===== src/rtl/catmull_rom_keyframe_interp_unit_assert.svh =====
// Assertion macros shared by the keyframe interpolator RTL.
// Included by files that check their own logic; no other dependencies.
`ifndef CATMULL_ROM_KEYFRAME_INTERP_UNIT_ASSERT_SVH
`define CATMULL_ROM_KEYFRAME_INTERP_UNIT_ASSERT_SVH
`ifndef SYNTHESIS
`define CRKI_ASSERT(label, clk, rst, prop) \
   label: assert property (@(posedge clk) disable iff (rst) prop) \
      else $error("assertion failed");
`define CRKI_NEVER(label, clk, rst, cond) \
   label: assert property (@(posedge clk) disable iff (rst) !(cond)) \
      else $error("forbidden condition seen");
`else
`define CRKI_ASSERT(label, clk, rst, prop)
`define CRKI_NEVER(label, clk, rst, cond)
`endif
`endif


===== src/rtl/crki_pkg.sv =====
// Shared constants, types and arithmetic helpers of the keyframe interpolator.
// No dependencies.
package crki_pkg;
   localparam int MAX_KEYS    = 16;
   localparam int IDX_W       = $clog2(MAX_KEYS);
   localparam int CNT_W       = 5;
   localparam int COORD_W     = 32;
   localparam int POS_W       = 18;
   localparam int FRAC_W      = 16;
   localparam int ACC_W       = 40;
   localparam int PROD_W      = ACC_W + FRAC_W + 1;
   localparam int LANES       = 3;
   localparam int TAPS        = 4;
   localparam int QUEUE_DEPTH = 4;
   localparam int QPTR_W      = $clog2(QUEUE_DEPTH);

   localparam logic MODE_WRITE = 1'b0;
   localparam logic MODE_EVAL  = 1'b1;

   typedef enum logic [1:0] {
      METH_CLAMP  = 2'd0,
      METH_LINEAR = 2'd1,
      METH_CATROM = 2'd2
   } method_type;

   typedef logic signed [ACC_W-1:0] acc_type;

   // One decoded beat between front and back.
   typedef struct packed {
      logic                        is_write;
      logic [IDX_W-1:0]            base;
      logic signed [COORD_W-1:0]   z;
      logic signed [COORD_W-1:0]   y;
      logic signed [COORD_W-1:0]   x;
      method_type                  method;
      logic [FRAC_W-1:0]           frac;
   } entry_type;

   // rnd(r * f / 2^16) + add, rounding half up
   function automatic acc_type mac_rnd(input acc_type r, input logic [FRAC_W-1:0] f,
                                       input acc_type add);
      logic signed [PROD_W-1:0] prod;
      logic signed [PROD_W-1:0] rounded;
      prod    = r * $signed({1'b0, f});
      rounded = (prod + PROD_W'(32768)) >>> FRAC_W;
      return acc_type'(rounded[ACC_W-1:0]) + add;
   endfunction
endpackage


===== src/rtl/crki_queue.sv =====
// Short FIFO of decoded beats that decouples front from back.
// Depends on crki_pkg and the assertion macro header.
`include "catmull_rom_keyframe_interp_unit_assert.svh"
module crki_queue import crki_pkg::*; (
   input  logic      clock,
   input  logic      reset,
   input  logic      push,
   input  entry_type push_entry,
   input  logic      pop,
   output entry_type pop_entry,
   output logic      not_empty,
   output logic      not_full
);
   entry_type           slot_ff [QUEUE_DEPTH];
   logic [QPTR_W-1:0]   wr_ptr_ff;
   logic [QPTR_W-1:0]   wr_ptr_in;
   logic [QPTR_W-1:0]   rd_ptr_ff;
   logic [QPTR_W-1:0]   rd_ptr_in;
   logic [QPTR_W:0]     count_ff;
   logic [QPTR_W:0]     count_in;

   assign not_empty = (count_ff != '0);
   assign not_full  = (count_ff != (QPTR_W+1)'(QUEUE_DEPTH));
   assign pop_entry = slot_ff[rd_ptr_ff];

   always_comb begin
      wr_ptr_in = push ? wr_ptr_ff + QPTR_W'(1) : wr_ptr_ff;
      rd_ptr_in = pop  ? rd_ptr_ff + QPTR_W'(1) : rd_ptr_ff;
      count_in  = count_ff + (QPTR_W+1)'(push) - (QPTR_W+1)'(pop);
   end

   always_ff @(posedge clock) begin
      if (reset) begin
         wr_ptr_ff <= '0;
         rd_ptr_ff <= '0;
         count_ff  <= '0;
      end else begin
         wr_ptr_ff <= wr_ptr_in;
         rd_ptr_ff <= rd_ptr_in;
         count_ff  <= count_in;
      end
   end

   always_ff @(posedge clock) begin
      if (push) begin
         slot_ff[wr_ptr_ff] <= push_entry;
      end
   end

   `CRKI_ASSERT(a_count_bound, clock, reset, count_ff <= (QPTR_W+1)'(QUEUE_DEPTH))
   `CRKI_NEVER(a_pop_empty, clock, reset, pop && !not_empty)
   `CRKI_NEVER(a_push_full, clock, reset, push && !pop && !not_full)
endmodule


===== config.mk =====
export PLATFORM = sky130hd
export DESIGN_NAME = crki_queue
export DESIGN_NICKNAME = d
export VERILOG_FILES = /design/src/rtl/crki_pkg.sv /design/src/rtl/crki_queue.sv
export VERILOG_INCLUDE_DIRS = /design/src /design/src/rtl
export SDC_FILE = /design/constraint.sdc
export NUM_CORES = 1
export LEC_CHECK = 0
export ABC_CLOCK_PERIOD_IN_PS = 4300
export BUFFER_PORTS_ARGS = -buffer_cell sky130_fd_sc_hd__buf_2
export CORE_MARGIN = 2
export CORE_UTILIZATION = 25
export CTS_BUF_LIST = sky130_fd_sc_hd__clkbuf_8
export CTS_CLUSTER_SIZE = 28
export DETAILED_ROUTE_END_ITERATION = 8
export GPL_TIMING_DRIVEN = 0
export HOLD_SLACK_MARGIN = 0.12
export PLACE_DENSITY = 0.46
export SYNTH_ARGS = -nofsm -noshare
export SYNTH_HDL_FRONTEND = slang
export SYNTH_SLANG_ARGS = --single-unit
export TNS_END_PERCENT = 10

===== constraint.sdc =====
create_clock -name clock -period 4.3 [get_ports clock]
set_clock_uncertainty 0.15 [all_clocks]
set_input_delay 0.215 -clock clock [delete_from_list [all_inputs] [get_ports clock]]
set_output_delay 0.215 -clock clock [all_outputs]
set_load 0.02 [all_outputs]

==> flow_summary.toml, run 1 <==
[run_status]
outcome = "finished clean"

[logic_synthesis]
synth.ff_latch_count = 485
synth-edff-count = 476
yosys.area.top_type = "sky130_fd_sc_hd__edfxtp_1"
synthesis_warnings = 0
synth-main-ff-cell = "sky130_fd_sc_hd__edfxtp_1"
yosys-top-cells-area = "sky130_fd_sc_hd__edfxtp_1 (81%), sky130_fd_sc_hd__mux4_2 (15%), sky130_fd_sc_hd__buf_12 (1.1%)"
ys_async_sr_fraction_pct = 0
post_synth_instance_area_mm2 = 0.01771
area_share_of_the_largest_cell_type_after_synthesis_pct = 80.71
synthesis.nets = 794
yosys.cell_count.top_type = "sky130_fd_sc_hd__edfxtp_1"
post_synth_top_cells = "sky130_fd_sc_hd__edfxtp_1 (476), sky130_fd_sc_hd__mux4_2 (119), sky130_fd_sc_hd__buf_2 (12)"
post_synth_num_cell_types = 21
syn-instance-count = 664
avgSynthCellArea_um2 = 26.67
part_of_the_yosys_area_used_for_sequential_elements_pct = 81.73

[routing]
totalWireLength_um = 40490
post_detailed_route_wirelength_per_cell_um = 18.20
vias = 9008
drt_first_iter_violations = 393
vias_per_cell = 4.049
final_antenna_net_count = 0
detail_route.drc_violations = 0
drt_first_pass_iters = 4

[clock_tree]
cts_setup_buffers = 0
clock_transition_at_the_registers_of_the_reported_paths_ps = 60
cts.repair.resized = 0
cts-htree-levels = 3
cts.sinks = 485
cts_inserted_buffers = 85
clockRootBuffer = "sky130_fd_sc_hd__clkbuf_8"
clock_insertion_delay_at_the_later_pin_of_the_skew_report_ps = 630
maximum_number_of_buffers_from_clock_root_to_sink = 3
cts_tree = "yes"

[sta]
normalized_max_slew_margin_pct = 14.58
period_share_pct = 79.16
worstMarginPinSlew_ps = 1281
timing.final.crit_period_ps = 3404
timing_hold_violations_final = 0
fmaxAchievable_mhz = 293.8
setup_violations = 0
timing_max_transition_violations_final = 0
grt_setup_unrepaired = "no"

[floorplan]
die_width_um = 270.2
rows = 97
die_y_um = 270.2
floorplan.initialDensity_pct = 25.29
die_area_mm2 = 0.07298
core-area_mm2 = 0.07003
ios = 244

[setup_path]
cp.required_ps = 3930
crit_path_frequent_cell = "sky130_fd_sc_hd__buf_2"
max_stage_delay_ps = 940
timing.critical_path.slowest_stage_cell = "sky130_fd_sc_hd__clkbuf_1"
timing.critical_path.to_type = "primary output"
cp.arrival_ps = 3040
crit_path_max_fanout = 13
critical_path.cell_chain = "clkbuf_1 > buf_2 > mux4_2 > buf_2"
setup_slack_of_the_most_critical_reg_to_reg_path_ps = 2080
criticalPathCategory = "flop to primary output"
cp-start-kind = "flop"

[pwr]
cellLeakagePower_nw = 8.207
irDropWorstVdd_mv = 0.2559
design_power_total_mw = 10.57
pwr_density_cell_mw_per_mm2 = 440.7

[cells_and_area]
fin_util_pct = 34.26
fraction_of_layout_cells_with_a_size_suffix_above_1_pct = 39.38
nFillCells = 6764
post-route-cell-area_mm2 = 0.02399
synthToLayoutAreaGrowth_pct = 35.48
nets = 1348

[global_routing]
first_global_vias = 10300
number_of_antenna_violations_at_the_first_check_in_global_routing = 1
grt_overflow = 0
globalRouteMet2Util_pct = 18.96
grt.met3_usage_pct = 3.023
grt_first_pass_wirelength_um = 61790
grt.busiest_layer = "met2"
grt.total_usage_pct = 11.27
global_route.usage.met1_pct = 13.70
largest_net_degree_at_the_start_of_global_routing = 50

[worst_hold_path]
hold_path.class = "input port to flop"

[placed_design]
place.port_buffers = 242
hpwl_um = 24160
gp_routability_congestion = 0.6543
cell_area_placed_mm2 = 0.02033

[run]
cap_viol_max_count = 0
final cells by class:
class	instances	area, um2	share of cell area, %
plain buffers	27	301.5	1.257
clock buffers	86	1184	4.933
multi-input cells	147	2925	12.19
diodes	5	12.51	0.05215
well taps	940	1176	4.902
clock inverters	63	297.8	1.241
flip-flops and latches	485	14470	60.33
repair buffers	467	3603	15.02
inverters	5	18.77	0.07822
through the flow:
step           cells  hold slack, ps  setup TNS (ps)  setup WS, ps
2_1_floorplan    664           163.9               0         379.7
5_1_grt         2220           136.1               0         696.3
4_1_cts         2220           120.6               0         666.4
3_3_place_gp    1846           279.2        -1222880         -2633
6_report        2225           198.6               0         896.2
3_5_place_dp    1854           280.0               0          1432
state kept, by name, summed over array words and instances (netlist names), named ones only:
name       count
count_ff       3
rd_ptr_ff      2
slot_ff      476
wr_ptr_ff      2
cell usage in the layout, fill, tap and decap left out, types with 7 or more instances in the layout:
master,instances
sky130_fd_sc_hd__buf_12,10
sky130_fd_sc_hd__clkinv_2,10
sky130_fd_sc_hd__dfxtp_1,9
sky130_fd_sc_hd__edfxtp_1,476
sky130_fd_sc_hd__mux4_2,119
sky130_fd_sc_hd__buf_16,8
sky130_fd_sc_hd__dlygate4sd3_1,217
sky130_fd_sc_hd__nor2_1,7
sky130_fd_sc_hd__buf_2,254
sky130_fd_sc_hd__clkinv_1,17
sky130_fd_sc_hd__clkbuf_8,86
sky130_fd_sc_hd__inv_1,32
path summary, 6_finish.rpt:
check        cells after the start             end           start
min reg2reg                      2    wr_ptr_ff[1]    wr_ptr_ff[1]
max reg2reg                      8     count_ff[1]     count_ff[0]
max                              4   pop_entry[82]            flop
min                              2  slot_ff[3][73]  push_entry[73]
worst max-delay path: cells and delay by family (launching register included):
family	cells	cell delay [ps]
flip-flops	1	320
buffers and inverters	3	1700
multiplexers	1	360
report_power, final:
part	internal [mW]	switching [mW]	leakage, nW
Clock	1.87	1.84	0.851
Combinational	0.633	0.744	2.91
Sequential	5.44	0.0513	4.45
what timing repair did:
item / in CTS / in global routing
endpoints found under the hold margin: 554 / 0
endpoints found under the setup margin: 0 / 0
hold buffers: 217 / 0
cell families (layout without fill, tap and decap cells):
family                     after synthesis  in the layout  share of synthesized area (%)
AOI/OAI and AO/OA                        2              2                        0.08476
xor gates and xnor gates                 3              3                         0.2261
adders and majority gates                7              7                         0.5369
buffers and inverters                   32            648                          1.809
DFF                                    485            485                          81.73
muxes                                  120            120                          15.19
other                                    0              5                              0
and+or+nand+nor                         15             15                         0.4240
layer usage:
layer  part of all wire [%]  routed length, um
met5                      0                  0
met4                    3.1               1247
met3                    6.1               2490
met2                     50              20270
met1                     41              16490
Power figures use the tool's default switching activity.
==> run 2: changes to the inputs <==
Settings changed: ABC_CLOCK_PERIOD_IN_PS 4300 to 3100, PLACE_DENSITY 0.46 to 0.48.
Clock period 4.3 ns to 3.1 ns, I/O delays scaled along.
==> run 2 against run 1 <==
Register-to-register slack lost 1100 ps. Routed wire length shrank 1.2%. Clock power grew 43%. Critical path type unchanged. Count of clock-buffer cells in the layout is the same. Core utilization grew 0.43 points.
==> flow_summary.toml, run 2 (synthesis gave the netlist of run 1 again) <==
[setup_path]
cp-start-kind = "flop"
crit_path_frequent_cell = "sky130_fd_sc_hd__buf_2"
timing.critical_path.to_type = "primary output"
critical_path.cell_chain = "clkbuf_2 > buf_2 > mux4_2 > buf_2"
worstRegToRegCells = 3
max_stage_delay_ps = 440
cp.arrival_ps = 2390
cp.buffers_inverters = 3
criticalPathCategory = "flop to primary output"
crit_path_end = "pop_entry[41]"
worstSetupPathDepth = 4
worstReg2RegEnd = "slot_ff[3][47]"
crit_path_max_fanout = 11
worst_r2r_src = "wr_ptr_ff[0]"
timing.critical_path.slowest_stage_cell = "sky130_fd_sc_hd__buf_2"
critical_path.top_delay_family = "buffers and inverters"
cp.required_ps = 2790
setup_slack_of_the_most_critical_reg_to_reg_path_ps = 970

[cells_and_area]
max_flop_register = "slot_ff"
final_cell_mix = "sky130_fd_sc_hd__edfxtp_1 (476), sky130_fd_sc_hd__buf_2 (254), sky130_fd_sc_hd__dlygate4sd3_1 (241)"
layout_commonest_cell = "sky130_fd_sc_hd__edfxtp_1"
seq_area_mm2 = 0.01447
fraction_of_layout_cells_with_a_size_suffix_above_1_pct = 38.82
fin_cells = 2247
largest_register_ffs = 476
nets = 1373
nFillCells = 6671
largest_registers = "slot_ff x476, count_ff x3"
synthToLayoutAreaGrowth_pct = 37.20
total_area_of_multi_input_combinational_cells_mm2 = 0.002925

[placed_design]
gp_routability_congestion = 0.6391
hpwl_um = 23930
placedCellCount = 1855
place.port_buffers = 242

[sta]
grt_setup_unrepaired = "no"
fmaxAchievable_mhz = 371.5
timing_max_transition_violations_final = 0
normalized_max_slew_margin_pct = 48.00
period_share_pct = 86.84
timing.final.crit_period_ps = 2692
setup_violations = 0
worstMarginPinSlew_ps = 779.9
timing_hold_violations_final = 0

[pwr]
power.combinational.fraction_pct = 13.0
power.share.sequential_pct = 51.2
internal_power_mw = 11.20
swShare_pct = 24.63
pwr_density_cell_mw_per_mm2 = 611.8
irDropWorstVdd_mv = 0.4435
power.switching_mw = 3.660
clock_power_share_pct = 35.8
design_power_total_mw = 14.86
cellLeakagePower_nw = 8.359

[run]
cap_viol_max_count = 0

[routing]
totalWireLength_um = 40010
detail_route.drc_violations = 0
post_detailed_route_wirelength_per_cell_um = 17.80
final_antenna_net_count = 0
drt_first_pass_iters = 4
vias = 9018
vias_per_cell = 4.013
drt_first_iter_violations = 461

[clock_tree]
clock_insertion_delay_at_the_later_pin_of_the_skew_report_ps = 630
cts_setup_buffers = 0
cts.sinks = 485
cts-htree-levels = 3
cts_tree = "yes"
clockRootBuffer = "sky130_fd_sc_hd__clkbuf_8"
maximum_number_of_buffers_from_clock_root_to_sink = 3
clock_transition_at_the_registers_of_the_reported_paths_ps = 60
cts_inserted_buffers = 85

[floorplan]
core-area_mm2 = 0.07003
die_area_mm2 = 0.07298
rows = 97
floorplan.initialDensity_pct = 25.29
ios = 244
die_y_um = 270.2
die_width_um = 270.2

[global_routing]
first_global_vias = 10310
number_of_antenna_violations_at_the_first_check_in_global_routing = 1
grt_first_pass_wirelength_um = 61130
grt_overflow = 0
grt.total_usage_pct = 11.11
largest_net_degree_at_the_start_of_global_routing = 51

[run_status]
outcome = "finished clean"

[worst_hold_path]
hold_path.class = "input port to flop"
-- run 2: cell count changes in the layout (fill, tap and decap cells not counted), moves of 2 or more --
cell	before	now
sky130_fd_sc_hd__inv_8	1	3
sky130_fd_sc_hd__diode_2	5	1
sky130_fd_sc_hd__clkinv_1	17	13
sky130_fd_sc_hd__dlygate4sd3_1	217	241
sky130_fd_sc_hd__inv_1	32	36
sky130_fd_sc_hd__bufinv_16	0	2
-- run 2: what timing repair did --
item / CTS / global route
resized for setup: 1 / 0
hold buffers: 241 / 0
hold endpoints to repair: 579 / 0
setup endpoints to repair: 100 / 0
-- run 2: area by class of cell --
cell class / instances / area share, %
well taps: 940 / 4.841
clock inverters: 64 / 1.442
multi-input cells: 147 / 12.04
plain buffers: 27 / 1.246
repair buffers: 492 / 15.90
flip-flops and latches: 485 / 59.57
clock buffers: 86 / 4.872
inverters: 5 / 0.07724
diodes: 1 / 0.01030
-- run 2: worst min-delay path by stage --
stage               cells after the start  slack, ps              to           start
detailed placement                      1        220   slot_ff[1][1]   push_entry[1]
finish                                  2        250  slot_ff[0][40]  push_entry[40]
CTS                                     2        140  slot_ff[1][40]  push_entry[40]
global placement                        1        220  slot_ff[2][52]  push_entry[52]
global route                            2        190  slot_ff[0][40]  push_entry[40]
floorplan                               0        100   slot_ff[0][0]   push_entry[0]
-- run 2: layer usage --
layer / wire, um / global-route usage, % / share of wire, %
met5: 17 / 0 / 0.042
met3: 2619 / 3.734 / 6.5
met4: 1054 / 4.284 / 2.6
met1: 16850 / 13.39 / 42
met2: 19460 / 18.39 / 49
-- run 2: power groups by stage --
stage	registers, mW	logic (mW)	clock network (mW)
3_5_place_dp	7.75	1.75	0
5_1_grt	7.64	2.08	5.85
6_report	7.61	1.93	5.32
4_1_cts	7.62	1.99	5.57
2_1_floorplan	7.75	1.05	0
3_3_place_gp	7.79	1.68	0
-- run 2: stage by stage --
step	hold slack, ps	instance area (um2)	worst slack, ps	utilization [%]	TNS (ps)
after CTS	139.1	24290	174.2	34.69	0
after detailed placement	222.9	20350	434.8	29.06	0
after global routing	194.2	24290	176.3	34.69	0
after global placement	218.2	20100	-3727	28.70	-1434760
after floorplan	103.9	17710	-820.2	-	-288310
final	251.9	24300	408.0	34.70	0
