--- src/rtl/catmull_rom_keyframe_interp_unit_assert.svh ---
// Assertion macros shared by the keyframe interpolator RTL.
// Included by files that check their own logic; no other dependencies.
`ifndef CATMULL_ROM_KEYFRAME_INTERP_UNIT_ASSERT_SVH
`define CATMULL_ROM_KEYFRAME_INTERP_UNIT_ASSERT_SVH
`ifndef SYNTHESIS
`define CRKI_ASSERT(label, clk, rst, prop) \
   label: assert property (@(posedge clk) disable iff (rst) prop) \
      else $error("assertion failed");
`define CRKI_NEVER(label, clk, rst, cond) \
   label: assert property (@(posedge clk) disable iff (rst) !(cond)) \
      else $error("forbidden condition seen");
`else
`define CRKI_ASSERT(label, clk, rst, prop)
`define CRKI_NEVER(label, clk, rst, cond)
`endif
`endif

--- src/rtl/crki_pkg.sv ---
// Shared constants, types and arithmetic helpers of the keyframe interpolator.
// No dependencies.
package crki_pkg;
   localparam int MAX_KEYS    = 16;
   localparam int IDX_W       = $clog2(MAX_KEYS);
   localparam int CNT_W       = 5;
   localparam int COORD_W     = 32;
   localparam int POS_W       = 18;
   localparam int FRAC_W      = 16;
   localparam int ACC_W       = 40;
   localparam int PROD_W      = ACC_W + FRAC_W + 1;
   localparam int LANES       = 3;
   localparam int TAPS        = 4;
   localparam int QUEUE_DEPTH = 4;
   localparam int QPTR_W      = $clog2(QUEUE_DEPTH);

   localparam logic MODE_WRITE = 1'b0;
   localparam logic MODE_EVAL  = 1'b1;

   typedef enum logic [1:0] {
      METH_CLAMP  = 2'd0,
      METH_LINEAR = 2'd1,
      METH_CATROM = 2'd2
   } method_type;

   typedef logic signed [ACC_W-1:0] acc_type;

   // One decoded beat between front and back.
   typedef struct packed {
      logic                        is_write;
      logic [IDX_W-1:0]            base;
      logic signed [COORD_W-1:0]   z;
      logic signed [COORD_W-1:0]   y;
      logic signed [COORD_W-1:0]   x;
      method_type                  method;
      logic [FRAC_W-1:0]           frac;
   } entry_type;

   // rnd(r * f / 2^16) + add, rounding half up
   function automatic acc_type mac_rnd(input acc_type r, input logic [FRAC_W-1:0] f,
                                       input acc_type add);
      logic signed [PROD_W-1:0] prod;
      logic signed [PROD_W-1:0] rounded;
      prod    = r * $signed({1'b0, f});
      rounded = (prod + PROD_W'(32768)) >>> FRAC_W;
      return acc_type'(rounded[ACC_W-1:0]) + add;
   endfunction
endpackage

--- src/rtl/crki_front.sv ---
// Front end: key count register, item decode and segment classification.
// Depends on crki_pkg.
module crki_front import crki_pkg::*; (
   input  logic                      clock,
   input  logic                      reset,
   input  logic                      csr_valid,
   output logic                      csr_ready,
   input  logic [CNT_W-1:0]          csr_key_count,
   input  logic                      req_mode,
   input  logic [IDX_W-1:0]          req_entry_index,
   input  logic signed [COORD_W-1:0] req_point_x,
   input  logic signed [COORD_W-1:0] req_point_y,
   input  logic signed [COORD_W-1:0] req_point_z,
   input  logic signed [POS_W-1:0]   req_key_position,
   output entry_type                 entry
);
   logic [CNT_W-1:0]              key_count_ff;
   logic [CNT_W-1:0]              key_count_in;
   logic [CNT_W-1:0]              n_eff;
   logic [CNT_W-1:0]              n_m1;
   logic signed [POS_W+CNT_W:0]   k;
   logic signed [CNT_W+2:0]       seg;
   logic signed [CNT_W+2:0]       n_s;

   assign csr_ready    = 1'b1;
   assign key_count_in = (csr_valid && csr_ready) ? csr_key_count : key_count_ff;

   always_ff @(posedge clock) begin
      if (reset) begin
         key_count_ff <= CNT_W'(1);
      end else begin
         key_count_ff <= key_count_in;
      end
   end

   always_comb begin
      if (key_count_ff == '0) begin
         n_eff = CNT_W'(1);
      end else if (key_count_ff > CNT_W'(MAX_KEYS)) begin
         n_eff = CNT_W'(MAX_KEYS);
      end else begin
         n_eff = key_count_ff;
      end
      n_m1 = n_eff - CNT_W'(1);
      k    = req_key_position * $signed({1'b0, n_m1});
      seg  = k[POS_W+CNT_W:FRAC_W];
      n_s  = $signed({3'b000, n_eff});

      entry.is_write = (req_mode == MODE_WRITE);
      entry.x        = req_point_x;
      entry.y        = req_point_y;
      entry.z        = req_point_z;
      entry.frac     = k[FRAC_W-1:0];
      if (req_mode == MODE_WRITE) begin
         entry.method = METH_CLAMP;
         entry.base   = req_entry_index;
      end else if (seg < 0) begin
         entry.method = METH_CLAMP;
         entry.base   = '0;
      end else if (seg >= n_s - 1) begin
         entry.method = METH_CLAMP;
         entry.base   = n_m1[IDX_W-1:0];
      end else if (seg > 0 && seg < n_s - 2 && n_eff >= CNT_W'(4)) begin
         entry.method = METH_CATROM;
         entry.base   = IDX_W'(seg - 1);
      end else begin
         entry.method = METH_LINEAR;
         entry.base   = seg[IDX_W-1:0];
      end
   end
endmodule

--- config.mk ---
export PLATFORM = sky130hd
export DESIGN_NAME = crki_front
export DESIGN_NICKNAME = d
export VERILOG_FILES = /design/src/rtl/catmull_rom_keyframe_interp_unit_assert.svh /design/src/rtl/crki_pkg.sv /design/src/rtl/crki_front.sv
export SDC_FILE = /design/constraint.sdc
export NUM_CORES = 1
export LEC_CHECK = 0
export BUFFER_PORTS_ARGS = -buffer_cell sky130_fd_sc_hd__buf_2
export CORE_MARGIN = 3
export CORE_UTILIZATION = 40
export CTS_CLUSTER_DIAMETER = 200
export DETAILED_ROUTE_END_ITERATION = 7
export HOLD_SLACK_MARGIN = 0.15
export PLACE_DENSITY = 0.71
export SYNTH_ARGS = -nofsm -noshare
export SYNTH_HDL_FRONTEND = slang
export SYNTH_SLANG_ARGS = --single-unit
export TNS_END_PERCENT = 1
--- constraint.sdc ---
create_clock -name clock -period 8.6 [get_ports clock]
set_input_delay 0.43 -clock clock [delete_from_list [all_inputs] [get_ports clock]]
set_output_delay 0.43 -clock clock [all_outputs]
set_load 0.01 [all_outputs]
==> results.tsv, run 1 <==
stage	metric	value	unit
outcome	status	completed	
power	Leak	2.445	nW
cts	CTS H-tree lvls	1	
worst_hold_path	worst hold endpoint	key_count_ff[0]	
placement	DPL Wire Length	8.304	mm
sta	clock skew	0	ns
cells_and_area	Finished Cell Area	4838	um2
global_routing	initial antenna violation count	0	
setup_path	Req. time, crit path	8.17	ns
route	TritonRoute pass-1 iters	5	
setup_path	worst path bufs/invs	6	
logic_synthesis	Yosys reg bits	5	
setup_path	Setup CP Type	reg -> out	
setup_path	CP Max Fanout	21	
sta	fin crit period	8.053	ns
setup_path	CP arrival	7.62	ns
sta	normalized max-slew margin	0.6103	
route	Met2 Wirelength	4.632	mm
floorplan	core area	12110	um2
sta	setup violators final	0	
global_routing	global-route wire length before repair	17.38	mm
floorplan	Core Rows	40	
floorplan	Starting Density	0.4113	
setup_path	worst r2r path cells	2	
sta	RSZ-0062 raised after global routing	false	
route	Antenna Nets Post-Route	0	
placement	Port Buffers	53	
cts	Post-CTS Setup Inserts	0	
setup_path	Slowest Stage Delay on Critical Path	0.53	ns
sta	setup TNS	0	ns
cells_and_area	P&R area growth vs syn	-2.864	%
floorplan	chip width	117.6	um
worst_hold_path	HP Start	csr_key_count[0]	
worst_hold_path	HP Class	in -> reg	
setup_path	slowest CP cell	fa_1	
route	Vias	3590	
logic_synthesis	asr flop ratio synth	0	
sta	FMAX	124.2	MHz
cts	CTS tree	yes	
route	Residual DRC	0	
floorplan	Die Y	117.6	um
route	routed wl met3	461	um
cts	CTS Buf Count	3	
cells_and_area	most common cell after layout, fill and taps aside	inv_1	
cells_and_area	largest registers	key_count_ff (5)	
cells_and_area	Util after Layout	0.3995	
cells_and_area	most frequent cells in the layout	107 x inv_1, 69 x nor2b_1, 58 x ha_1, 55 x fa_1, 53 x buf_2	
placement	placed cell area	4738	um2
setup_path	worst reg2reg startpoint	key_count_ff[4]	
cts	insertion delay to the later sink of the worst-skew pair	0.23	ns
sta	max-slew violations	0	
logic_synthesis	Yosys top cell area share	0.2210	
cts	Worst-path clk slew	0.03	ns
global_routing	largest net degree at the start of global routing	22	
worst_hold_path	hold path depth	2	
cts	Root Buffer	clkbuf_16	
logic_synthesis	syn_area_per_cell	8.034	um2
placement	Final Wtd Congestion	0.8857	
logic_synthesis	ys flop type	dfxtp_1	
cells_and_area	fin nets	816	
logic_synthesis	Synth cell types	55	
logic_synthesis	Yosys top cell by area	fa_1	
power	P per Cell Area	251.2	nW/um2
sta	final hold vios	0	
sta	Setup WS post-layout	0.5474	ns
setup_path	Reg2Reg Capture Point	key_count_ff[4]	
cells_and_area	layout cells sized above 1	0.1429	
global_routing	GRT overflow	0	
power	Max rail drop VDD	0.2299	mV
logic_synthesis	synth top area cells	fa_1 22%, ha_1 15%, buf_4 15%	
placement	pre-CTS WS	0.5303	ns
setup_path	Worst Setup End Kind	output port	
setup_path	critical path startpoint category	flop	
global_routing	GRT Total Usage	0.1442	
cells_and_area	max reg flops	5	
setup_path	crit-path leading delay family	adder cells	
global_routing	vias in the first global route	3786	
logic_synthesis	Ys Warns	0	
cells_and_area	Diodes inserted	0	
cts	CTS Buffer Depth	2	
route	post-DR wirelength/cell	13.28	um
logic_synthesis	Syn Nets	861	
cells_and_area	register with the most flip-flops	key_count_ff	
setup_path	Worst R2R Setup Slack	7.81	ns
sta	period utilization	0.9363	
sta	Slew @ Worst Pin	0.5698	ns
floorplan	IO Pins	247	
logic_synthesis	Mapped Area	4981	um2
floorplan	Die Area	13830	um2
cts	clk sink count	5	
route	Via density	4.838	
route	top layer in use	met4	
route	total wire length	9.856	mm
route	1st-iter DRT viols	200	
logic_synthesis	sequential fraction of the synthesis area	0.02010	
run	total of max-cap violations	0	
logic_synthesis	Mapped Cells	620	
route	Post-Route M1 WL	4.516	mm
logic_synthesis	number of synthesized flops with an enable pin	0	
[cell type report]
type	instances	area, um2
Clock buffer	4	78.83
Fill cell	1277	7273
Inverter	107	401.6
Multi-Input combinational cell	398	3730
Sequential cell	5	100.1
Tap cell	168	210.2
Timing Repair Buffer	60	317.8
[how the worst max path moves through the flow]
stage / end / cells past startpoint / from / slack (ns)
2_1_floorplan: entry[115] / 29 / key_count_ff[4] / 0.71
3_3_place_gp: entry[115] / 28 / key_count_ff[4] / 0.71
3_5_place_dp: entry[115] / 25 / key_count_ff[4] / 0.53
4_1_cts: entry[115] / 25 / key_count_ff[4] / 0.27
5_1_grt: entry[115] / 28 / key_count_ff[4] / 0.02
6_report: entry[115] / 28 / key_count_ff[4] / 0.55
[routing by layer]
metal	global-route usage	vias to the layer above
li1	-	1779
met1	0.1919	1680
met2	0.2467	87
met3	0.01874	44
met4	0.03956	0
met5	0	-
[cell usage after synthesis (6+ instances only)]
cell      number
o21ai_0       12
a21oi_1       17
nand3_1       10
ha_1          59
nand2b_1      15
xnor2_1       16
fa_1          55
a21o_1        10
nor2b_1       69
inv_1        107
nand2_1       15
clkbuf_1      13
nor2_1        24
buf_4         97
mux2i_1        6
xor2_1         6
and2_1        19
[through the flow]
step | total power [W] | instances | hold WS, ns
finish | 0.001216 | 742 | 0.4200
global route | 0.001383 | 742 | 0.4380
CTS | 0.001220 | 742 | 0.4165
detailed placement | 0.001136 | 738 | 0.5581
global placement | 0.001128 | 738 | 0.5478
floorplan | 0.0009066 | 620 | 0.5024
[power by group]
group / switching [W] / total, W / internal [W]
Clock: 0.0000143 / 0.0000756 / 0.0000613
Combinational: 0.000649 / 0.00111 / 0.000463
Sequential: 0.00000281 / 0.0000276 / 0.0000248
Total: 0.000666 / 0.00122 / 0.000549
[cells by family (layout without fill, tap and decap cells)]
family / count (synthesis) / after routing / synth area share
mux: 8 / 8 / 0.01658
buf+inv: 217 / 171 / 0.2366
xor+xnor: 22 / 22 / 0.03868
simple gates: 166 / 166 / 0.1871
compound gates: 86 / 86 / 0.1289
other cells: 1 / 1 / 0.0007529
flops: 5 / 5 / 0.02010
fa+ha+maj: 115 / 115 / 0.3713
[timing repair]
item                                    CTS  global route
resized for setup                         0             4
endpoints found under the setup margin    0             6
hold buffers                              0             0
(Power assumes the default switching activity.)
==> run 2: changes to the inputs <==
Settings changed: BUFFER_PORTS_ARGS -buffer_cell sky130_fd_sc_hd__buf_2 to -buffer_cell sky130_fd_sc_hd__clkbuf_2, CORE_MARGIN 3 to default, SETUP_SLACK_MARGIN from default to 0.5.
==> run 2 against run 1 <==
  * Clock power barely moved
  * Wire length increased by 1.4%
  * Via count increased by 2.8%
  * Non-clock buffer count up 3
  * Final area rose by 1.7%
  * Largest power group unchanged
  * Die area is 6.7% lower
  * Worst setup slack gained 0.28 ns
  * Sequential share of layout area barely moved
  * Register-to-register slack lost 0.08 ns
==> results.tsv, run 2 (synthesis results as in run 1) <==
stage	metric	value	unit
route	post-DR wirelength/cell	13.39	um
floorplan	Core Rows	40	
sta	clock skew	0	ns
global_routing	global-route wire length before repair	16.68	mm
worst_hold_path	HP Class	in -> reg	
cells_and_area	most common cell after layout, fill and taps aside	inv_1	
route	1st-iter DRT viols	200	
placement	Final Wtd Congestion	0.9041	
setup_path	crit-path leading delay family	adder cells	
route	Vias	3691	
setup_path	slowest CP cell	fa_1	
floorplan	core area	12060	um2
setup_path	Req. time, crit path	8.17	ns
placement	DPL Wire Length	8.174	mm
setup_path	critical path startpoint category	flop	
cells_and_area	most frequent cells in the layout	106 x inv_1, 69 x nor2b_1, 58 x ha_1, 55 x fa_1, 53 x clkbuf_2	
power	switching pwr	0.0006785	W
cts	insertion delay to the later sink of the worst-skew pair	0.22	ns
cts	CTS Buffer Depth	2	
cells_and_area	layout cells sized above 1	0.1574	
cts	CTS H-tree lvls	1	
sta	Slew @ Worst Pin	0.5226	ns
run	total of max-cap violations	0	
sta	fin crit period	7.775	ns
route	TritonRoute pass-1 iters	4	
power	Gate power share	0.916	
sta	normalized max-slew margin	0.6426	
global_routing	largest net degree at the start of global routing	23	
floorplan	chip width	113.6	um
cells_and_area	Diodes inserted	0	
power	Switching Share	0.5472	
sta	RSZ-0062 raised after global routing	true	
cts	Worst-path clk slew	0.03	ns
sta	setup violators final	0	
cells_and_area	P&R area growth vs syn	-1.206	%
cells_and_area	register with the most flip-flops	key_count_ff	
outcome	status	completed	
sta	Setup WS post-layout	0.8253	ns
global_routing	GRT Total Usage	0.1562	
setup_path	Setup CP Type	reg -> out	
sta	final hold vios	0	
floorplan	Starting Density	0.4130	
setup_path	CP Max Fanout	12	
sta	setup TNS	0	ns
power	power share of the sequential group	0.023	
cells_and_area	fin nets	820	
power	Pint	0.0005615	W
placement	Port Buffers	53	
route	Antenna Nets Post-Route	0	
floorplan	IO Pins	247	
power	P per Cell Area	252.0	nW/um2
route	Residual DRC	0	
cts	hold-fix buffers at CTS	0	
placement	pre-CTS WS	0.4551	ns
cts	Root Buffer	clkbuf_16	
sta	max-slew violations	0	
setup_path	CP arrival	7.34	ns
setup_path	Worst Setup End Kind	output port	
sta	FMAX	128.6	MHz
setup_path	Worst R2R Setup Slack	7.73	ns
floorplan	Die Y	113.6	um
route	total wire length	9.991	mm
setup_path	Slowest Stage Delay on Critical Path	0.54	ns
cells_and_area	largest registers	key_count_ff (5)	
power	Clk pwr share	0.061	
route	Via density	4.948	
cts	CTS Buf Count	3	
power	Leak	2.484	nW
sta	period utilization	0.9040	
setup_path	worst path bufs/invs	5	
cts	clk sink count	5	
power	Max rail drop VDD	0.1590	mV
global_routing	initial antenna violation count	0	
global_routing	GRT overflow	0	
cells_and_area	max reg flops	5	
floorplan	Die Area	12900	um2
global_routing	vias in the first global route	3587	
cts	CTS tree	yes	
run 2: per-layer routing:
metal  global-route usage  share of wire  up-vias
li1                     -              -     1797
met3              0.01488          0.047       40
met2               0.2699           0.47       92
met4              0.04211          0.020        0
met5                    0              0        -
met1               0.2081           0.46     1762
run 2: area by class of cell:
cell class	instances	area [um2]
Inverter	107	401.6
Tap cell	168	210.2
Clock buffer	4	78.83
Multi-Input combinational cell	399	3782
Timing Repair Buffer	63	347.8
Sequential cell	5	100.1
Fill cell	1255	7141
run 2: stage by stage:
stage,power (W),hold WS (ns),instances,cell area (um2),util
3_5_place_dp,0.001134,0.5482,738,4738,0.3928
3_3_place_gp,0.001129,0.5474,738,4738,0.3928
5_1_grt,0.001394,0.4374,746,4921,0.4080
2_1_floorplan,0.0009066,0.5024,620,4981,-
6_report,0.001240,0.4246,746,4921,0.4080
4_1_cts,0.001222,0.4270,742,4830,0.4004
run 2: power by group through the flow:
stage / combinational (W) / sequential [W] / clock, W
global placement: 0.00110 / 0.0000272 / 0
CTS: 0.00112 / 0.0000272 / 0.0000775
floorplan: 0.000880 / 0.0000262 / 0
finish: 0.00114 / 0.0000281 / 0.0000758
detailed placement: 0.00111 / 0.0000273 / 0
global route: 0.00129 / 0.0000285 / 0.0000784
run 2: timing repair:
item                                    4_1_cts  5_1_grt
pin swaps                                     0        5
cloned                                        0        1
setup buffers                                 0        3
gates resized for setup                       3       11
endpoints found under the setup margin        6        6
run 2: worst paths after layout:
path,cells after the start,startpoint,endpoint
max,28,key_count_ff[3],entry[115]
max reg2reg,2,key_count_ff[4],key_count_ff[4]
min reg2reg,2,key_count_ff[1],key_count_ff[1]
min,2,csr_key_count[0],key_count_ff[0]
==> run 3: changes to the inputs <==
Settings changed: CORE_UTILIZATION 40 to 45, PLACE_DENSITY 0.71 to 0.79.
==> run 3 against run 2 <==
  * Total power shrank 1.5%
  * Maximum frequency shrank 0.72%
  * Sequential share of layout area hardly changed
  * Via count up 0.35%
  * Worst setup slack worse by 0.056 ns
  * Clock skew did not move
  * Largest cell class unchanged
  * Critical endpoint is now entry[117]
  * Worst hold slack got worse by 0.0078 ns
  * Sequential power barely moved
  * Critical path depth is the same
  * Sequential cell count stayed put
==> results.tsv, run 3 (synthesis results as in run 1) <==
stage	metric	value	unit
cells_and_area	largest registers	key_count_ff (5)	
setup_path	critical path startpoint category	flop	
setup_path	crit-path leading delay family	adder cells	
cells_and_area	# fillers	1065	
power	Pwr Total	0.001222	W
setup_path	Setup CP Type	reg -> out	
setup_path	Worst R2R Setup Slack	7.72	ns
sta	final hold vios	0	
worst_hold_path	hold path depth	2	
power	Gate power share	0.942	
cts	CTS tree	yes	
route	Vias	3704	
placement	pre-CTS WS	0.3731	ns
power	switching pwr	0.0006882	W
sta	setup TNS	0	ns
floorplan	Die Area	11490	um2
sta	period utilization	0.9105	
sta	setup violators final	0	
setup_path	worst r2r path cells	2	
route	Antenna Nets Post-Route	0	
sta	max-slew violations	0	
worst_hold_path	HP Class	in -> reg	
floorplan	Starting Density	0.4615	
power	Switching Share	0.5634	
route	Residual DRC	0	
power	Pint	0.0005333	W
cells_and_area	layout cells sized above 1	0.1600	
cts	CTS Buffer Depth	2	
route	TritonRoute pass-1 iters	4	
cells_and_area	max reg flops	5	
setup_path	Slowest Stage Delay on Critical Path	0.56	ns
cts	CTS H-tree lvls	1	
power	P per Cell Area	252.4	nW/um2
cells_and_area	Diodes inserted	0	
cts	clk sink count	5	
power	Clk pwr share	0.035	
setup_path	CP Max Fanout	11	
setup_path	Reg2Reg Capture Point	key_count_ff[4]	
sta	normalized max-slew margin	0.6407	
placement	DPL Wire Length	7.965	mm
route	Via density	5.180	
route	1st-iter DRT viols	162	
route	post-DR wirelength/cell	14.22	um
cts	hold-fix buffers at CTS	0	
placement	Final Wtd Congestion	0.8358	
power	power share of the sequential group	0.023	
setup_path	slowest CP cell	fa_1	
power	Leak	2.461	nW
cells_and_area	most frequent cells in the layout	106 x inv_1, 69 x nor2b_1, 57 x ha_1, 55 x fa_1, 53 x clkbuf_2	
cts	Worst-path clk slew	0.03	ns
setup_path	Req. time, crit path	8.17	ns
cells_and_area	register with the most flip-flops	key_count_ff	
floorplan	Die Y	107.2	um
global_routing	vias in the first global route	3732	
run	total of max-cap violations	0	
worst_hold_path	worst hold endpoint	key_count_ff[0]	
power	Max rail drop VDD	0.1451	mV
cts	Root Buffer	clkbuf_8	
floorplan	chip width	107.2	um
global_routing	global-route wire length before repair	16.64	mm
cells_and_area	post-route insts no fill	715	
global_routing	largest net degree at the start of global routing	23	
setup_path	Worst Setup End Kind	output port	
floorplan	core area	10790	um2
worst_hold_path	HP Start	csr_key_count[0]	
setup_path	worst path bufs/invs	6	
cts	insertion delay to the later sink of the worst-skew pair	0.22	ns
cts	CTS Buf Count	3	
sta	FMAX	127.7	MHz
outcome	status	completed	
global_routing	GRT Total Usage	0.1761	
sta	fin crit period	7.831	ns
cells_and_area	P&R area growth vs syn	-2.839	%
setup_path	worst reg2reg startpoint	key_count_ff[4]	
floorplan	IO Pins	247	
placement	placed cell count	706	
placement	Port Buffers	53	
sta	RSZ-0062 raised after global routing	false	
sta	Setup WS post-layout	0.7693	ns
route	total wire length	10.16	mm
setup_path	CP arrival	7.40	ns
sta	Slew @ Worst Pin	0.5254	ns
floorplan	Core Rows	38	
sta	clock skew	0	ns
global_routing	GRT overflow	0	
cells_and_area	most common cell after layout, fill and taps aside	inv_1	
cells_and_area	fin nets	817	
global_routing	initial antenna violation count	0	
[run 3: cell types whose count changed in the layout (fill, tap and decap cells not counted), sizes merged]
cell    previous run  this run
clkbuf            57        58
buf               10         6
[run 3: how the worst max path moves through the flow]
stage / start / endpoint / slack [ns] / cells past startpoint
final: key_count_ff[3] / entry[117] / 0.77 / 28
after global routing: key_count_ff[3] / entry[117] / 0.46 / 28
after CTS: key_count_ff[4] / entry[116] / 0.55 / 27
after detailed placement: key_count_ff[4] / entry[116] / 0.37 / 27
after global placement: key_count_ff[4] / entry[115] / 0.53 / 25
after floorplan: key_count_ff[4] / entry[115] / 0.71 / 29
[run 3: cell type report]
type / instances / area [um2] / area share
multi-input cells: 399 / 3796 / 0.7844
inverters: 107 / 401.6 / 0.08299
repair buffers: 60 / 321.6 / 0.06644
well taps: 140 / 175.2 / 0.03619
flip-flops and latches: 5 / 100.1 / 0.02068
clock buffers: 4 / 45.04 / 0.009307
[run 3: what timing repair did]
| action | in CTS | in global routing |
|---|---|---|
| setup buffers | 0 | 3 |
| endpoints found under the setup margin | 6 | 6 |
| gates resized for setup | 3 | 15 |
| pin swaps | 0 | 7 |
| gates cloned | 0 | 2 |
[run 3: through the flow]
step	hold slack (ns)	area (um2)	util
2_1_floorplan	0.5024	4981	-
3_3_place_gp	0.5394	4673	0.4330
3_5_place_dp	0.5463	4673	0.4330
4_1_cts	0.4129	4736	0.4388
5_1_grt	0.4294	4840	0.4484
6_report	0.4168	4840	0.4484
[run 3: worst reg2reg max path: cells and delay by family, from the launching register on]
kind / cells / cell delay [ns]
flops: 1 / 0.60
mux: 1 / 0.13
simple gates: 1 / 0.09
[run 3: power by group through the flow]
stage	combinational [W]	clock (W)	sequential (W)
2_1_floorplan	0.000880	0	0.0000262
3_3_place_gp	0.00108	0	0.0000271
3_5_place_dp	0.00110	0	0.0000271
4_1_cts	0.00111	0.0000441	0.0000274
5_1_grt	0.00130	0.0000456	0.0000285
6_report	0.00115	0.0000428	0.0000282
[run 3: metal layers]
metal	global-route usage	wire length (um)	vias up	part of all wire
met4	0.05577	262	0	0.026
met5	0	0	-	0
li1	-	-	1791	-
met1	0.2195	4487	1731	0.44
met3	0.02432	570	45	0.056
met2	0.3120	4843	137	0.48
